### config.mk
export PLATFORM = sky130hd
export DESIGN_NAME = utf8_to_utf16_validating_decoder_unit
export DESIGN_NICKNAME = d
export VERILOG_FILES = /design/src/design/u8u16_pkg.sv /design/src/design/utf8_to_utf16_validating_decoder_unit.sv /design/src/design/u8u16_front.sv /design/src/design/u8u16_queue.sv /design/src/design/u8u16_back.sv
export SDC_FILE = /design/constraint.sdc
export NUM_CORES = 1
export LEC_CHECK = 0
export BUFFER_PORTS_ARGS = -buffer_cell sky130_fd_sc_hd__buf_2
export CAP_MARGIN = 20
export CORE_ASPECT_RATIO = 0.5
export CORE_UTILIZATION = 45
export CTS_CLUSTER_SIZE = 28
export DETAILED_ROUTE_END_ITERATION = 6
export GPL_TIMING_DRIVEN = 0
export PLACE_DENSITY = 0.7
export SLEW_MARGIN = 15
export SYNTH_ARGS = -nofsm -noshare
export SYNTH_HDL_FRONTEND = slang
export SYNTH_SLANG_ARGS = --single-unit
### constraint.sdc
create_clock -name clk -period 12.5 [get_ports clk]
set_input_delay 1.25 -clock clk [delete_from_list [all_inputs] [get_ports clk]]
set_output_delay 1.25 -clock clk [all_outputs]
set_load 0.01 [all_outputs]
### src/design/u8u16_pkg.sv
// Shared types and constants for the UTF-8 to UTF-16 decoder.
// Used by the front, queue, back and top-level modules; no dependencies.
`timescale 1ns / 1ps
`default_nettype none

package u8u16_pkg;

  // Command handed from the decoder front to the emitter back
  typedef enum logic [1:0] {
    CMD_SCALAR,
    CMD_ILL,
    CMD_END,
    CMD_END_TRUNC
  } cmd_kind_t;

  localparam int SCALAR_W = 21;

  typedef struct packed {
    cmd_kind_t             kind;
    logic [SCALAR_W-1:0]   scalar;
  } cmd_t;

  // Result status codes
  localparam logic [1:0] ST_OK   = 2'd0;
  localparam logic [1:0] ST_ILL  = 2'd1;
  localparam logic [1:0] ST_ROOM = 2'd2;

  // Byte classes
  localparam logic [7:0] ASCII_LIMIT = 8'h80;
  localparam logic [7:0] LEAD2_LO    = 8'hC2;
  localparam logic [7:0] LEAD2_HI    = 8'hDF;
  localparam logic [7:0] LEAD3_LO    = 8'hE0;
  localparam logic [7:0] LEAD3_HI    = 8'hEF;
  localparam logic [7:0] LEAD4_LO    = 8'hF0;
  localparam logic [7:0] LEAD4_HI    = 8'hF4;
  localparam logic [1:0] CONT_TAG    = 2'b10;

  // Scalar range limits
  localparam logic [SCALAR_W-1:0] MIN_3BYTE  = 21'h000800;
  localparam logic [SCALAR_W-1:0] MIN_4BYTE  = 21'h010000;
  localparam logic [SCALAR_W-1:0] MAX_SCALAR = 21'h10FFFF;
  localparam logic [SCALAR_W-1:0] SURR_LO    = 21'h00D800;
  localparam logic [SCALAR_W-1:0] SURR_HI    = 21'h00DFFF;

  // Surrogate pair bases
  localparam logic [15:0] HI_SURR_BASE = 16'hD800;
  localparam logic [15:0] LO_SURR_BASE = 16'hDC00;

endpackage

`default_nettype wire

### src/design/utf8_to_utf16_validating_decoder_unit.sv
// UTF-8 to UTF-16 validating decoder, top level.
// Instantiates u8u16_front, u8u16_queue and u8u16_back; uses u8u16_pkg.
//
// Usage:
//   Input channel (in_valid / in_stall): one UTF-8 byte per request on
//   data_byte, or an end marker with string_end high. Output channel
//   (out_valid / out_stall): one UTF-16 unit per request (is_unit high),
//   or the closing request of a string (is_final high) carrying status
//   and unit_count. A scalar above the BMP gives two unit requests.
//   Configuration (cfg_valid / cfg_ready): cfg_data writes max_units; the
//   port is always ready. Write it only while no string is in flight.
// Timing:
//   One byte accepted per cycle while in_stall is low. A result for the byte
//   that completes it passes through the command queue and then the
//   output register. A surrogate pair gives two back-end results, which
//   the queue absorbs; sustained rate is set by the back end emitting one
//   result per cycle while out_stall is low.
// Reset and stall:
//   Synchronous reset clears decode state, empties the queue, clears out_valid
//   and sets max_units to 65535. While out_stall is high the
//   output holds; the queue fills and then in_stall rises.
`timescale 1ns / 1ps
`default_nettype none

module utf8_to_utf16_validating_decoder_unit #(
  parameter int QUEUE_DEPTH = 4
) (
  input  wire logic        clk,
  input  wire logic        rst,
  input  wire logic        in_valid,
  output logic             in_stall,
  input  wire logic [7:0]  data_byte,
  input  wire logic        string_end,
  output logic             out_valid,
  input  wire logic        out_stall,
  output logic [15:0]      code_unit,
  output logic             is_unit,
  output logic             is_final,
  output logic [1:0]       status,
  output logic [15:0]      unit_count,
  input  wire logic        cfg_valid,
  output logic             cfg_ready,
  input  wire logic [15:0] cfg_data
);

  logic [15:0]     max_units;
  logic            queue_full;
  logic            push;
  u8u16_pkg::cmd_t push_cmd;
  logic            pop;
  logic            head_valid;
  u8u16_pkg::cmd_t head;

  assign cfg_ready = 1'b1;

  always_ff @(posedge clk) begin
    if (rst) begin
      max_units <= 16'hFFFF;
    end else if (cfg_valid && cfg_ready) begin
      max_units <= cfg_data;
    end
  end

  u8u16_front u_front (
    .clk        (clk),
    .rst        (rst),
    .in_valid   (in_valid),
    .in_stall   (in_stall),
    .data_byte  (data_byte),
    .string_end (string_end),
    .queue_full (queue_full),
    .push       (push),
    .push_cmd   (push_cmd)
  );

  u8u16_queue #(
    .DEPTH (QUEUE_DEPTH)
  ) u_queue (
    .clk        (clk),
    .rst        (rst),
    .push       (push),
    .push_cmd   (push_cmd),
    .pop        (pop),
    .full       (queue_full),
    .head_valid (head_valid),
    .head       (head)
  );

  u8u16_back u_back (
    .clk        (clk),
    .rst        (rst),
    .head_valid (head_valid),
    .head       (head),
    .pop        (pop),
    .max_units  (max_units),
    .out_valid  (out_valid),
    .out_stall  (out_stall),
    .code_unit  (code_unit),
    .is_unit    (is_unit),
    .is_final   (is_final),
    .status     (status),
    .unit_count (unit_count)
  );

endmodule

`default_nettype wire

### src/design/u8u16_front.sv
// Decoder front: accepts bytes, gathers UTF-8 sequences and validates them.
// Pushes scalar, error and end commands into the queue. Depends on u8u16_pkg.
`timescale 1ns / 1ps
`default_nettype none

module u8u16_front (
  input  wire logic              clk,
  input  wire logic              rst,
  input  wire logic              in_valid,
  output logic                   in_stall,
  input  wire logic [7:0]        data_byte,
  input  wire logic              string_end,
  input  wire logic              queue_full,
  output logic                   push,
  output u8u16_pkg::cmd_t        push_cmd
);

  logic [1:0]  pend, pend_next;
  logic [1:0]  seqlen, seqlen_next;
  logic [20:0] partial, partial_next;
  logic        ill, ill_next;
  logic        accept;
  logic [20:0] cont_acc;
  logic        cp_bad;

  assign in_stall = queue_full;
  assign accept   = in_valid && !queue_full;
  assign cont_acc = {partial[14:0], data_byte[5:0]};

  always_comb begin
    cp_bad = 1'b0;
    if (seqlen == 2'd2) begin
      cp_bad = (cont_acc < u8u16_pkg::MIN_3BYTE) ||
               ((cont_acc >= u8u16_pkg::SURR_LO) && (cont_acc <= u8u16_pkg::SURR_HI));
    end else if (seqlen == 2'd3) begin
      cp_bad = (cont_acc < u8u16_pkg::MIN_4BYTE) || (cont_acc > u8u16_pkg::MAX_SCALAR);
    end
  end

  always_comb begin
    pend_next    = pend;
    seqlen_next  = seqlen;
    partial_next = partial;
    ill_next     = ill;
    push         = 1'b0;
    push_cmd     = '{kind: u8u16_pkg::CMD_SCALAR, scalar: '0};
    if (accept) begin
      if (string_end) begin
        push          = 1'b1;
        push_cmd.kind = (pend != 2'd0 && !ill) ? u8u16_pkg::CMD_END_TRUNC
                                               : u8u16_pkg::CMD_END;
        pend_next     = 2'd0;
        seqlen_next   = 2'd0;
        partial_next  = '0;
        ill_next      = 1'b0;
      end else if (ill) begin
        // swallow bytes until the end marker
        push = 1'b0;
      end else if (pend == 2'd0) begin
        if (data_byte < u8u16_pkg::ASCII_LIMIT) begin
          push            = 1'b1;
          push_cmd.scalar = {13'd0, data_byte};
        end else if (data_byte >= u8u16_pkg::LEAD2_LO && data_byte <= u8u16_pkg::LEAD2_HI) begin
          seqlen_next  = 2'd1;
          pend_next    = 2'd1;
          partial_next = {16'd0, data_byte[4:0]};
        end else if (data_byte >= u8u16_pkg::LEAD3_LO && data_byte <= u8u16_pkg::LEAD3_HI) begin
          seqlen_next  = 2'd2;
          pend_next    = 2'd2;
          partial_next = {17'd0, data_byte[3:0]};
        end else if (data_byte >= u8u16_pkg::LEAD4_LO && data_byte <= u8u16_pkg::LEAD4_HI) begin
          seqlen_next  = 2'd3;
          pend_next    = 2'd3;
          partial_next = {18'd0, data_byte[2:0]};
        end else begin
          push          = 1'b1;
          push_cmd.kind = u8u16_pkg::CMD_ILL;
          ill_next      = 1'b1;
        end
      end else if (data_byte[7:6] != u8u16_pkg::CONT_TAG) begin
        push          = 1'b1;
        push_cmd.kind = u8u16_pkg::CMD_ILL;
        ill_next      = 1'b1;
        pend_next     = 2'd0;
      end else begin
        pend_next    = pend - 2'd1;
        partial_next = cont_acc;
        if (pend == 2'd1) begin
          partial_next = '0;
          push         = 1'b1;
          if (cp_bad) begin
            push_cmd.kind = u8u16_pkg::CMD_ILL;
            ill_next      = 1'b1;
          end else begin
            push_cmd.scalar = cont_acc;
          end
        end
      end
    end
  end

  always_ff @(posedge clk) begin
    if (rst) begin
      pend    <= 2'd0;
      seqlen  <= 2'd0;
      partial <= '0;
      ill     <= 1'b0;
    end else begin
      pend    <= pend_next;
      seqlen  <= seqlen_next;
      partial <= partial_next;
      ill     <= ill_next;
    end
  end

endmodule

`default_nettype wire

### src/design/u8u16_queue.sv
// Small command queue between the decoder front and the emitter back.
// Register-based circular buffer. Depends on u8u16_pkg.
`timescale 1ns / 1ps
`default_nettype none

module u8u16_queue #(
  parameter int DEPTH = 4
) (
  input  wire logic              clk,
  input  wire logic              rst,
  input  wire logic              push,
  input  wire u8u16_pkg::cmd_t   push_cmd,
  input  wire logic              pop,
  output logic                   full,
  output logic                   head_valid,
  output u8u16_pkg::cmd_t        head
);

  localparam int PW = $clog2(DEPTH);
  localparam int CW = $clog2(DEPTH + 1);

  u8u16_pkg::cmd_t entries [DEPTH];
  logic [PW-1:0]   wr_ptr, rd_ptr;
  logic [CW-1:0]   count;
  logic            do_push, do_pop;

  assign full       = (count == CW'(DEPTH));
  assign head_valid = (count != '0);
  assign head       = entries[rd_ptr];
  assign do_push    = push && !full;
  assign do_pop     = pop && head_valid;

  always_ff @(posedge clk) begin
    if (do_push) begin
      entries[wr_ptr] <= push_cmd;
    end
  end

  always_ff @(posedge clk) begin
    if (rst) begin
      wr_ptr <= '0;
      rd_ptr <= '0;
      count  <= '0;
    end else begin
      if (do_push) begin
        wr_ptr <= (wr_ptr == PW'(DEPTH - 1)) ? '0 : wr_ptr + 1'b1;
      end
      if (do_pop) begin
        rd_ptr <= (rd_ptr == PW'(DEPTH - 1)) ? '0 : rd_ptr + 1'b1;
      end
      if (do_push && !do_pop) begin
        count <= count + 1'b1;
      end else if (do_pop && !do_push) begin
        count <= count - 1'b1;
      end
    end
  end

endmodule

`default_nettype wire

### src/design/u8u16_back.sv
// Emitter back: checks output capacity, splits scalars into UTF-16 units
// and builds the closing result. Holds the output register. Depends on u8u16_pkg.
`timescale 1ns / 1ps
`default_nettype none

module u8u16_back (
  input  wire logic              clk,
  input  wire logic              rst,
  input  wire logic              head_valid,
  input  wire u8u16_pkg::cmd_t   head,
  output logic                   pop,
  input  wire logic [15:0]       max_units,
  output logic                   out_valid,
  input  wire logic              out_stall,
  output logic [15:0]            code_unit,
  output logic                   is_unit,
  output logic                   is_final,
  output logic [1:0]             status,
  output logic [15:0]            unit_count
);

  logic [15:0] units, units_next;
  logic [1:0]  fault, fault_next;
  logic        phase, phase_next;
  logic        slot_free;
  logic        load;
  logic [15:0] ld_unit;
  logic        ld_is_unit;
  logic [1:0]  ld_status;
  logic [15:0] ld_count;
  logic        is_pair;
  logic [19:0] pair_off;
  logic        no_room_bmp, no_room_pair;

  assign slot_free    = !out_valid || !out_stall;
  assign is_pair      = (head.scalar[20:16] != 5'd0);
  assign pair_off     = 20'(head.scalar - u8u16_pkg::MIN_4BYTE);
  assign no_room_bmp  = ({2'b00, units} + 18'd2) > {2'b00, max_units};
  assign no_room_pair = ({2'b00, units} + 18'd3) > {2'b00, max_units};

  always_comb begin
    units_next = units;
    fault_next = fault;
    phase_next = phase;
    pop        = 1'b0;
    load       = 1'b0;
    ld_unit    = '0;
    ld_is_unit = 1'b1;
    ld_status  = u8u16_pkg::ST_OK;
    ld_count   = '0;
    if (head_valid) begin
      case (head.kind)
        u8u16_pkg::CMD_SCALAR: begin
          if (fault != u8u16_pkg::ST_OK) begin
            pop = 1'b1;
          end else if (!is_pair) begin
            if (no_room_bmp) begin
              fault_next = u8u16_pkg::ST_ROOM;
              pop        = 1'b1;
            end else if (slot_free) begin
              load       = 1'b1;
              ld_unit    = head.scalar[15:0];
              units_next = units + 16'd1;
              pop        = 1'b1;
            end
          end else if (!phase) begin
            if (no_room_pair) begin
              fault_next = u8u16_pkg::ST_ROOM;
              pop        = 1'b1;
            end else if (slot_free) begin
              load       = 1'b1;
              ld_unit    = u8u16_pkg::HI_SURR_BASE + {6'd0, pair_off[19:10]};
              units_next = units + 16'd1;
              phase_next = 1'b1;
            end
          end else if (slot_free) begin
            // low half of the pair; room was checked with the high half
            load       = 1'b1;
            ld_unit    = u8u16_pkg::LO_SURR_BASE + {6'd0, pair_off[9:0]};
            units_next = units + 16'd1;
            phase_next = 1'b0;
            pop        = 1'b1;
          end
        end
        u8u16_pkg::CMD_ILL: begin
          if (fault == u8u16_pkg::ST_OK) begin
            fault_next = u8u16_pkg::ST_ILL;
          end
          pop = 1'b1;
        end
        u8u16_pkg::CMD_END, u8u16_pkg::CMD_END_TRUNC: begin
          if (slot_free) begin
            load       = 1'b1;
            ld_is_unit = 1'b0;
            ld_count   = units;
            if (fault != u8u16_pkg::ST_OK) begin
              ld_status = fault;
            end else if (head.kind == u8u16_pkg::CMD_END_TRUNC) begin
              ld_status = u8u16_pkg::ST_ILL;
            end else if (max_units == 16'd0) begin
              ld_status = u8u16_pkg::ST_ROOM;
            end else begin
              ld_status = u8u16_pkg::ST_OK;
            end
            units_next = '0;
            fault_next = u8u16_pkg::ST_OK;
            phase_next = 1'b0;
            pop        = 1'b1;
          end
        end
        default: begin
          pop = 1'b1;
        end
      endcase
    end
  end

  always_ff @(posedge clk) begin
    if (rst) begin
      units     <= '0;
      fault     <= u8u16_pkg::ST_OK;
      phase     <= 1'b0;
      out_valid <= 1'b0;
    end else begin
      units <= units_next;
      fault <= fault_next;
      phase <= phase_next;
      if (load) begin
        out_valid <= 1'b1;
      end else if (!out_stall) begin
        out_valid <= 1'b0;
      end
    end
  end

  always_ff @(posedge clk) begin
    if (load) begin
      code_unit  <= ld_unit;
      is_unit    <= ld_is_unit;
      is_final   <= !ld_is_unit;
      status     <= ld_status;
      unit_count <= ld_count;
    end
  end

endmodule

`default_nettype wire

==> flow_metrics.tcl, run 1 <==
set metrics [dict create \
    status "finished clean" \
    worstSetupPathType "flip-flop to flip-flop" \
    via_count 6908 \
    use_met3_pct 3.16 \
    fp.dieH_um 106 \
    synth-seq-cells 193 \
    drt_iter0_drc 513 \
    root_buffer "clkbuf_16" \
    ir_worst_vdd_uv 93.0 \
    routedWlPerCell_um 18.0 \
    critPathMaxStageDelay_ns 0.54 \
    cts_tree "done" \
    coreArea_um2 20800 \
    final_max_slew_viol_count 0 \
    clock_path_buffers 2 \
    final_net_count 1020 \
    clk-insertion-delay-late_ns 0.44 \
    holdWs_ns 0.479 \
    clock_sinks 193 \
    dieArea_um2 22200 \
    cellLeakagePower_nw 4.24 \
    synth_seq_area_share_pct 53.1 \
    ys_warn_count 0 \
    cp_cell_sequence "clkbuf_1 > and4_1 > nor2b_1 > nand3_1 > nor2_1 > nand3_1 > xnor2_1 > ha_1 > nand4_1 > nor4_1 > nor4bb_1 > nand2b_1 > clkbuf_1 > a21oi_1 > a211oi_4 > inv_1 > ha_1 > inv_1 > fa_1 > xor2_1 > or3_1 > a21oi_1" \
    gp_congestion 0.885 \
    fin_tns_setup_ns 0 \
    cts_hold_buf 0 \
    rsz0062_at_grt "false" \
    critPathMaxFanout 10 \
    syn_inst 857 \
    finalCriticalPeriod_ns 5.66 \
    hpwlAfterDp_mm 16.0 \
    end_kind "flip-flop" \
    synthTopCellsByArea "edfxtp_1, dfxtp_1, ha_1" \
    synth_flop_cell "edfxtp_1" \
    finalSetupViolCount 0 \
    rows 37 \
    cts_buffers 17 \
    timing.slew.headroom_pct 39.0 \
    synth.top_cell.area_share_pct 39.6 \
    clkTransAtPathRegs_ns 0.08 \
    skew_ns 0.0118 \
    use_met1_pct 27.1 \
    overflow 0 \
    startpoint "u_back.units[3]$_SDFFE_PP0P_" \
    cts_setup_buffers 0 \
    worst_path_max_delay_cell "nor4bb_1" \
    ios 69 \
    grt_usage_pct 20.7 \
    critPathTopFamily "simple AND/OR/NAND/NOR gates" \
    min_path_type "flip-flop to flip-flop" \
    critPathBufInv 4 \
    layout_commonest_cell "edfxtp_1" \
    gr-usage-met2_pct 34.5 \
    synth.distinct_cells 69 \
    netlist_area_um2 9700 \
    drtAntennaViolNets 0 \
    postSynthAreaPerCell_um2 11.3 \
    required_ns 12.87 \
    firstDrtPassIters 6 \
    grt_pass1_vias 6855 \
    synth_nets 934 \
    fmax_ghz 0.177 \
    drt_wl_total_mm 22.1 \
    cts-resized-gates 0 \
    maxCapViolCount 0 \
    top_usage_layer "met2" \
    hp-start "u_front.pend[1]$_SDFFE_PP0P_" \
    worstMarginPinSlew_ns 0.913 \
    synth-async-reset-ratio_pct 0 \
    die_w_um 210 \
    final_core_util_pct 52.9 \
    worst_setup_path_start_kind "flip-flop" \
    viasPerCell 5.62 \
    final_cell_mix "edfxtp_1, nand2_1, buf_2" \
    fin_crit_sh_pct 45.3 \
    grt_max_degree 37 \
    portBuffers 67 \
    start_util_pct 46.5 \
    drive_above_1_share_pct 13.9 \
    grt_pass1_wl_mm 35.2 \
    r2r_start "u_back.units[3]$_SDFFE_PP0P_" \
    grt_antenna_before_repair 0 \
    area_growth_pct 13.6 \
    arrival_ns 6.03 \
    yosysTopAreaCell "edfxtp_1" \
    drc 0 \
    diodes 0 \
    cellPowerDensity_nw_per_um2 191 \
    hold_violations 0 \
    synth_edf_count 128 \
    h-tree-depth 4 \
]
synthesized netlist by cell type, drive strengths merged (2+ instances only):
library cell	n
a211oi	10
a21boi	9
a21o	5
a21oi	66
a22oi	2
a31oi	3
a41oi	2
and2	27
and3	16
buf	9
clkbuf	35
dfxtp	65
edfxtp	128
ha	46
inv	44
mux2	2
mux2i	22
mux4	22
nand2	76
nand2b	22
nand3	27
nand3b	6
nand4	17
nor2	46
nor2b	8
nor3	13
nor3b	2
nor4	9
o211ai	18
o21a	3
o21ai	21
o22ai	2
o31a	2
or2	3
or3	18
or4	2
xnor2	15
xor2	17
registers in the layout, summed over array words and instances, names as in the netlist, 2 cells and up, named ones only:
signal,cells
u_queue.count,3
u_queue.rd_ptr,2
u_back.fault,2
u_front.seqlen,2
u_queue.entries,92
u_queue.wr_ptr,2
u_front.partial,15
u_back.status,2
u_back.code_unit,16
u_back.unit_count,16
max_units,16
u_front.pend,2
u_back.units,16
worst paths after layout:
| check | slack (ns) | cells after the start | endpoint |
|---|---|---|---|
| worst min-delay path | 0.48 | 2 | u_front.pend[1]$_SDFFE_PP0P_ |
| worst max register to register | 6.84 | 22 | u_queue.count[2]$_SDFFE_PP0P_ |
| worst max-delay path | 6.84 | 22 | u_queue.count[2]$_SDFFE_PP0P_ |
| worst min register to register | 0.48 | 2 | u_front.pend[1]$_SDFFE_PP0P_ |
report_power, final:
group,internal [mW],total [mW],switching [mW]
registers,0.836,0.883,0.0468
clock network,0.290,0.564,0.274
logic,0.246,0.657,0.411
total,1.37,2.10,0.732
metal layers:
| layer | routed length, um | part of all wire, % |
|---|---|---|
| met5 | 0 | 0 |
| met4 | 491 | 2.2 |
| met3 | 804 | 3.6 |
| met2 | 10500 | 47 |
| met1 | 10300 | 47 |
cell type report:
class                           count  area [um2]
Clock buffer                       18         429
Inverter                           44         165
Fill cell                        1766        9820
Sequential cell                   193        5140
Tap cell                          273         342
Multi-Input combinational cell    576        4220
Clock inverter                     14         180
Buffer                             44         193
Timing Repair Buffer               67         335
worst reg2reg max path, cell delays in order (launching register included):
cell and delay (ns):
dfxtp_1 0.35, clkbuf_1 0.35, and4_1 0.29, nor2b_1 0.20, nand3_1 0.15, nor2_1 0.22
nand3_1 0.14, xnor2_1 0.17, ha_1 0.30, nand4_1 0.21, nor4_1 0.51, nor4bb_1 0.54
nand2b_1 0.10, clkbuf_1 0.22, a21oi_1 0.32, a211oi_4 0.12, inv_1 0.09, ha_1 0.18
inv_1 0.07, fa_1 0.43, xor2_1 0.17, or3_1 0.31, a21oi_1 0.14
kinds of logic after synthesis:
kind of cell | after synthesis | share of synthesized area [%]
xor+xnor | 32 | 2.89
flops | 193 | 53.1
buf+inv | 88 | 3.69
simple gates | 297 | 16.1
mux | 46 | 8.04
other cells | 1 | 0.0387
fa+ha+maj | 47 | 6.14
compound gates | 153 | 9.99
stage by stage:
stage / std cells / total power, mW / setup slack [ns] / area, um2
after detailed placement: 1197 / 1.55 / 7.05 / 10400
final: 1229 / 2.10 / 6.84 / 11000
after global routing: 1229 / 2.21 / 6.42 / 11000
after global placement: 1197 / 1.53 / 6.97 / 10400
after CTS: 1229 / 2.12 / 6.90 / 11000
after floorplan: 857 / 1.34 / 7.83 / 9700
Power figures use the tool's default switching activity.
==> run 2, diff against run 1 <==
ABC_AREA = 1   (was unset)
PLACE_DENSITY = 0.73   (was 0.7)
clock period = 5 ns   (was 12.5 ns; I/O delays follow)
==> run 2 against run 1 <==
  * Count of clock-buffer cells in the layout unchanged
  * Worst hold slack lost 0.21 ns
  * Via count up 17%
  * Critical path depth grew 1
  * Non-clock buffer count unchanged
  * Area after synthesis is 3.5% higher
  * Clock skew is 0.0063 ns higher
  * Register-to-register slack lost 6.4 ns
  * Combinational power increased to 3.2 times the previous value
  * Total power rose to 2.7 times the previous value
  * Die area increased by 3.5%
  * Routed wire length rose by 10%
==> flow_metrics.tcl, run 2 <==
set metrics [dict create \
    status "finished clean" \
    fin_cells 1544 \
    grt_pass1_wl_mm 39.5 \
    netlist_area_um2 10000 \
    cts_tree "done" \
    hpwlAfterDp_mm 17.7 \
    coreArea_um2 21800 \
    power_mw 5.75 \
    synth_flop_cell "edfxtp_1" \
    synth_most_common_cell "nand2_1" \
    setup_slack_ns 0.465 \
    final_net_count 1308 \
    syn_inst 1145 \
    ys_warn_count 0 \
    cellLeakagePower_nw 4.69 \
    fin_crit_sh_pct 90.7 \
    layout_commonest_cell "nand2_1" \
    holdWs_ns 0.274 \
    reg2reg_slack_ns 0.46 \
    cellPowerDensity_nw_per_um2 505 \
    maxCapViolCount 0 \
    synthTopCellsByArea "edfxtp_1, dfxtp_1, nand2_1" \
    finalSetupViolCount 0 \
    synth_seq_area_share_pct 51.3 \
    grt_pass1_vias 8024 \
    drt_iter0_drc 803 \
    synth.distinct_cells 50 \
    cts-resized-gates 0 \
    overflow 0 \
    area_growth_pct 13.3 \
    clock_path_buffers 2 \
    fp.dieH_um 108 \
    grt_max_degree 46 \
    grt_usage_pct 22.2 \
    worstSetupPathType "flip-flop to flip-flop" \
    critPathMaxFanout 5 \
    rr_worst_depth 23 \
    viasPerCell 5.24 \
    startpoint "u_back.units[1]$_SDFFE_PP0P_" \
    routedWlPerCell_um 15.7 \
    h-tree-depth 4 \
    final_max_slew_viol_count 0 \
    nFillCells 1970 \
    r2r_start "u_back.units[1]$_SDFFE_PP0P_" \
    rows 38 \
    drc 0 \
    cts_setup_buffers 0 \
    die_w_um 213 \
    start_util_pct 46.1 \
    place_inst 1512 \
    finalCriticalPeriod_ns 4.54 \
    ios 69 \
    postSynthAreaPerCell_um2 8.77 \
    firstDrtPassIters 4 \
    worstMarginPinSlew_ns 0.784 \
    fin_tns_setup_ns 0 \
    hold_violations 0 \
    clkTransAtPathRegs_ns 0.07 \
    clk-insertion-delay-late_ns 0.45 \
    via_count 8090 \
    dieArea_um2 22900 \
    root_buffer "clkbuf_16" \
    final_cell_mix "nand2_1, nor2_1, edfxtp_1" \
    endpoint "u_queue.count[2]$_SDFFE_PP0P_" \
    required_ns 5.33 \
    timing.slew.headroom_pct 47.6 \
    synthTopCellsByCount "nand2_1, nor2_1, edfxtp_1" \
    largest_reg_flops 92 \
    synth_nets 1222 \
    yosysTopAreaCell "edfxtp_1" \
    min_path_type "primary input to flip-flop" \
    cts_hold_buf 0 \
    drtAntennaViolNets 0 \
    top_register "u_queue.entries" \
    synth-async-reset-ratio_pct 0 \
    worst_setup_path_start_kind "flip-flop" \
    fmax_ghz 0.220 \
    place_ws_ns 0.552 \
    rr_endpoint "u_queue.count[2]$_SDFFE_PP0P_" \
    skew_ns 0.0181 \
    diodes 0 \
    end_kind "flip-flop" \
    portBuffers 67 \
    arrival_ns 4.86 \
    rsz0062_at_grt "false" \
    cts_buffers 17 \
    ir_worst_vdd_uv 313 \
    gp_congestion 0.929 \
    clock_sinks 193 \
    synth.top_cell.area_share_pct 38.3 \
    drive_above_1_share_pct 12.3 \
    synth_edf_count 128 \
    drt_wl_total_mm 24.3 \
    grt_antenna_before_repair 0 \
    synth-seq-cells 193 \
]
-- run 2: cell types whose count changed in the layout (fill, tap and decap cells not counted), sizes merged, moves of 27 or more --
cell,change
o21ai,+56
inv,+81
nand3,+30
nand2,+148
a21oi,+34
nor2,+109
and2,-27
-- run 2: per-layer routing --
layer	routed length [um]	vias to the layer above	global-route usage, %
met3	1250	31	4.29
met4	403	0	6.84
met1	11000	3837	28.6
met5	0	-	0
met2	11700	231	37.9
li1	-	3991	-
-- run 2: final cells by class --
type / instances / area, um2 / share of cell area (%)
clock buffer: 18 / 429 / 3.77
buffer: 44 / 246 / 2.17
timing repair buffer: 67 / 335 / 2.95
tap: 300 / 375 / 3.30
multi-input combinational: 778 / 4180 / 36.8
inverter: 130 / 495 / 4.35
clock inverter: 14 / 169 / 1.48
sequential: 193 / 5140 / 45.2
-- run 2: kinds of logic (layout without fill, tap and decap cells) --
family,Yosys count,count (layout),share of synthesized area [%]
AOI/OAI and AO/OA,200,200,10.7
xor gates and xnor gates,42,42,3.66
adders and majority gates,47,47,5.93
buffers and inverters,174,273,7.39
DFF,193,193,51.3
other,1,1,0.0374
and+or+nand+nor,488,488,21.0
-- run 2: metrics by stage --
step / utilization (%) / instance area, um2
detailed placement: 49.5 / 10800
finish: 52.2 / 11400
global route: 52.2 / 11400
CTS: 52.2 / 11400
global placement: 49.4 / 10700
floorplan: - / 10000
-- run 2: how the worst min path moves through the flow --
| stage | from | to | slack [ns] | cells after the start |
|---|---|---|---|---|
| 6_report | cfg_data[12] | max_units[12]$_SDFFE_PP1P_ | 0.27 | 3 |
| 5_1_grt | cfg_data[9] | max_units[9]$_SDFFE_PP1P_ | 0.29 | 3 |
| 4_1_cts | cfg_data[12] | max_units[12]$_SDFFE_PP1P_ | 0.27 | 3 |
| 3_5_place_dp | u_front.ill$_SDFFE_PP0P_ | u_front.ill$_SDFFE_PP0P_ | 0.44 | 2 |
| 3_3_place_gp | u_front.ill$_SDFFE_PP0P_ | u_front.ill$_SDFFE_PP0P_ | 0.44 | 2 |
| 2_1_floorplan | u_front.ill$_SDFFE_PP0P_ | u_front.ill$_SDFFE_PP0P_ | 0.43 | 2 |
-- run 2: critical path, stage by stage, from the launching register on --
cell and delay, ns:
dfxtp_1 0.46, inv_1 0.15, ha_1 0.22, a21oi_1 0.37, nor2_1 0.18, nand2_1 0.14
nor2_1 0.06, xor2_1 0.15, ha_1 0.31, nand2_1 0.07, nor2_1 0.26, nand4_1 0.26
nand3_2 0.19, nand2_1 0.07, nand2_1 0.06, nand2_1 0.05, nand2_1 0.15, ha_1 0.17
inv_1 0.08, fa_1 0.46, a21oi_1 0.19, o21ai_0 0.14, o21ai_0 0.18, a21oi_1 0.05
-- run 2: where the power goes --
| group | internal [mW] | switching (mW) | total [mW] |
|---|---|---|---|
| logic | 0.645 | 1.46 | 2.10 |
| clock network | 0.754 | 0.636 | 1.39 |
| registers | 2.13 | 0.127 | 2.26 |
==> run 3, diff against run 2 <==
PLACE_DENSITY = 0.72   (was 0.73)
SLEW_MARGIN = unset   (was 15)
SYNTH_HIERARCHICAL = 1   (was unset)
==> run 3 against run 2 <==
  * Cell count is 6.9% higher
  * Final area is 8.0% higher
  * Area after synthesis is 8.6% higher
  * Synthesized cell count is 8.5% higher
  * Global-route usage is 0.21 points lower
  * Clock power is 4% lower
  * Die area is 8.5% higher
  * Non-clock buffer count is 8 higher
  * First-iteration DRC count is 9.7% lower
  * Total power is 4.2% higher
  * Sequential power is 3% higher
  * Register-to-register slack better by 0.07 ns
==> flow_metrics.tcl, run 3 <==
set metrics [dict create \
    status "finished clean" \
    end_kind "flip-flop" \
    synth_nets 1318 \
    grt_usage_pct 22.0 \
    arrival_ns 4.80 \
    clock_path_buffers 2 \
    synth_edf_count 128 \
    startpoint "u_back/units[2]$_SDFFE_PP0P_" \
    diodes 0 \
    drive_above_1_share_pct 20.2 \
    worst_path_max_delay_cell "dfxtp_1" \
    worstSetupPathType "flip-flop to flip-flop" \
    synth.top_cell.area_share_pct 35.3 \
    via_count 8737 \
    yosysTopAreaCell "edfxtp_1" \
    largest_reg_flops 92 \
    final_net_count 1407 \
    ios 69 \
    synth-seq-cells 193 \
    grt_pass1_vias 8630 \
    nFillCells 2112 \
    r2r_start "u_back/units[2]$_SDFFE_PP0P_" \
    timing.slew.headroom_pct 28.6 \
    critPathTopFamily "simple AND/OR/NAND/NOR gates" \
    finalSetupViolCount 0 \
    cts_hold_buf 0 \
    ys_warn_count 6 \
    clkTransAtPathRegs_ns 0.07 \
    layout_commonest_cell "nand2_1" \
    synth_flop_cell "edfxtp_1" \
    drtAntennaViolNets 0 \
    gp_congestion 0.902 \
    drt_wl_total_mm 26.4 \
    synthSimpleGateAreaFrac_pct 26.0 \
    min_path_type "primary input to flip-flop" \
    coreArea_um2 23300 \
    synth_most_common_cell "nand2_1" \
    hpwlAfterDp_mm 19.7 \
    dieArea_um2 24900 \
    synth.distinct_cells 48 \
    hp-start "cfg_data[0]" \
    setup_slack_ns 0.539 \
    fin_crit_sh_pct 89.2 \
    skew_ns 0.00963 \
    drc 0 \
    postSynthAreaPerCell_um2 8.78 \
    synth.area.mux_share_pct 0 \
    die_w_um 222 \
    portBuffers 65 \
    required_ns 5.34 \
    place_ws_ns 0.594 \
    drt_iter0_drc 725 \
    synth_fa_ha_area_share_pct 5.35 \
    top_register "u_queue/entries" \
    grt_max_degree 21 \
    cellPowerDensity_nw_per_um2 488 \
    finalCriticalPeriod_ns 4.46 \
    synth_xor_area_share_pct 3.37 \
    worst_path_most_repeated_cell "nand2_1" \
    cts_buffers 17 \
    hold_violations 0 \
    critPathBufInv 3 \
    grt_antenna_before_repair 0 \
    grt_pass1_wl_mm 43.1 \
    synthTopCellsByArea "edfxtp_1, dfxtp_1, nand2_1" \
    worst_setup_path_start_kind "flip-flop" \
    routedWlPerCell_um 16.0 \
    rows 39 \
    overflow 0 \
    synth_compound_area_share_pct 9.83 \
    final_cell_mix "nand2_1, nor2_1, inv_1" \
    clock_sinks 193 \
    cellLeakagePower_nw 5.12 \
    final_max_slew_viol_count 0 \
    root_buffer "clkbuf_16" \
    cts-resized-gates 0 \
    start_util_pct 46.8 \
    critPathMaxFanout 7 \
    ir_worst_vdd_uv 274 \
    fin_tns_setup_ns 0 \
    area_growth_pct 12.7 \
    h-tree-depth 4 \
    syn_inst 1242 \
    rsz0062_at_grt "false" \
    fmax_ghz 0.224 \
    clk-insertion-delay-late_ns 0.45 \
    worstMarginPinSlew_ns 1.06 \
    fp.dieH_um 112 \
    firstDrtPassIters 5 \
    synthTopCellsByCount "nand2_1, nor2_1, inv_1" \
    holdWs_ns 0.264 \
    netlist_area_um2 10900 \
    cts_tree "done" \
    synth-async-reset-ratio_pct 0 \
    critPathMaxStageDelay_ns 0.54 \
    cts_setup_buffers 0 \
    viasPerCell 5.29 \
    synth_seq_area_share_pct 47.2 \
    synth_top_family_by_area "simple AND/OR/NAND/NOR gates" \
    maxCapViolCount 0 \
]
[run 3: cell count changes in the layout (fill, tap and decap cells not counted), moves of 12 or more]
cell | before | now
a21oi_1 | 97 | 52
clkbuf_1 | 27 | 12
inv_1 | 121 | 133
nand2_1 | 216 | 236
nand2_2 | 5 | 23
nand3_1 | 53 | 86
nor2_1 | 147 | 162
nor2_2 | 2 | 31
o21ai_0 | 76 | 44
o21ai_2 | 1 | 17
o22ai_2 | 0 | 23
[run 3: kinds of logic (layout without fill, tap and decap cells)]
kind of cell,after synthesis,in the layout
simple gates,614,614
flops,193,193
buf+inv,191,293
compound gates,155,155
fa+ha+maj,46,46
xor+xnor,42,42
other cells,1,1
[run 3: worst register-to-register path, cell delays in order, from the launching register on]
cell	delay [ns]
dfxtp_1	0.54
ha_1	0.28
inv_1	0.08
nor2_1	0.22
inv_1	0.09
nor2_1	0.23
nand2_1	0.14
nor2_1	0.14
xor2_1	0.08
ha_1	0.28
nand2_1	0.04
nor2_1	0.12
nand4_1	0.17
nor2_1	0.14
nand2_1	0.06
nand2_1	0.09
nand2_1	0.08
nand2_1	0.13
o21ai_0	0.12
a21oi_1	0.25
nand2_1	0.14
ha_1	0.22
inv_1	0.10
fa_1	0.42
o21ai_0	0.17
nor2_1	0.06
[run 3: layer usage]
layer  vias to the layer above  track usage, %  part of all wire (%)
li1                       4303               -                     -
met1                      4175            28.5                    45
met2                       225            37.9                    49
met3                        34            3.30                   4.1
met4                         0            7.69                   1.7
met5                         -               0                     0
[run 3: layout make-up]
class                           instances  area [um2]  share of cell area [%]
Timing Repair Buffer                   70         413                    3.36
Sequential cell                       193        5140                    41.9
Multi-Input combinational cell        858        4860                    39.6
Clock inverter                         14         148                    1.20
Buffer                                 49         355                    2.89
Inverter                              142         546                    4.44
Tap cell                              307         384                    3.13
Clock buffer                           18         429                    3.49
[run 3: final timing paths]
| path | endpoint | slack (ns) | cells after the start |
|---|---|---|---|
| max | u_queue/count[1]$_SDFFE_PP0P_ | 0.54 | 25 |
| min | max_units[0]$_SDFFE_PP1P_ | 0.26 | 3 |
| max reg2reg | u_queue/count[1]$_SDFFE_PP0P_ | 0.54 | 25 |
| min reg2reg | u_front/seqlen[1]$_SDFFE_PP0P_ | 0.47 | 2 |
[run 3: per-stage QoR]
stage	instances	util, %	cell area [um2]	total power, mW
finish	1651	52.8	12300	5.99
floorplan	1242	-	10900	3.92
global placement	1614	49.9	11600	4.55
detailed placement	1619	50.3	11700	4.67
global route	1651	52.8	12300	6.35
CTS	1651	52.8	12300	6.01
[run 3: where the power goes]
group          internal [mW]  switching (mW)
Sequential              2.18           0.152
Clock                  0.703           0.640
Combinational          0.784            1.53
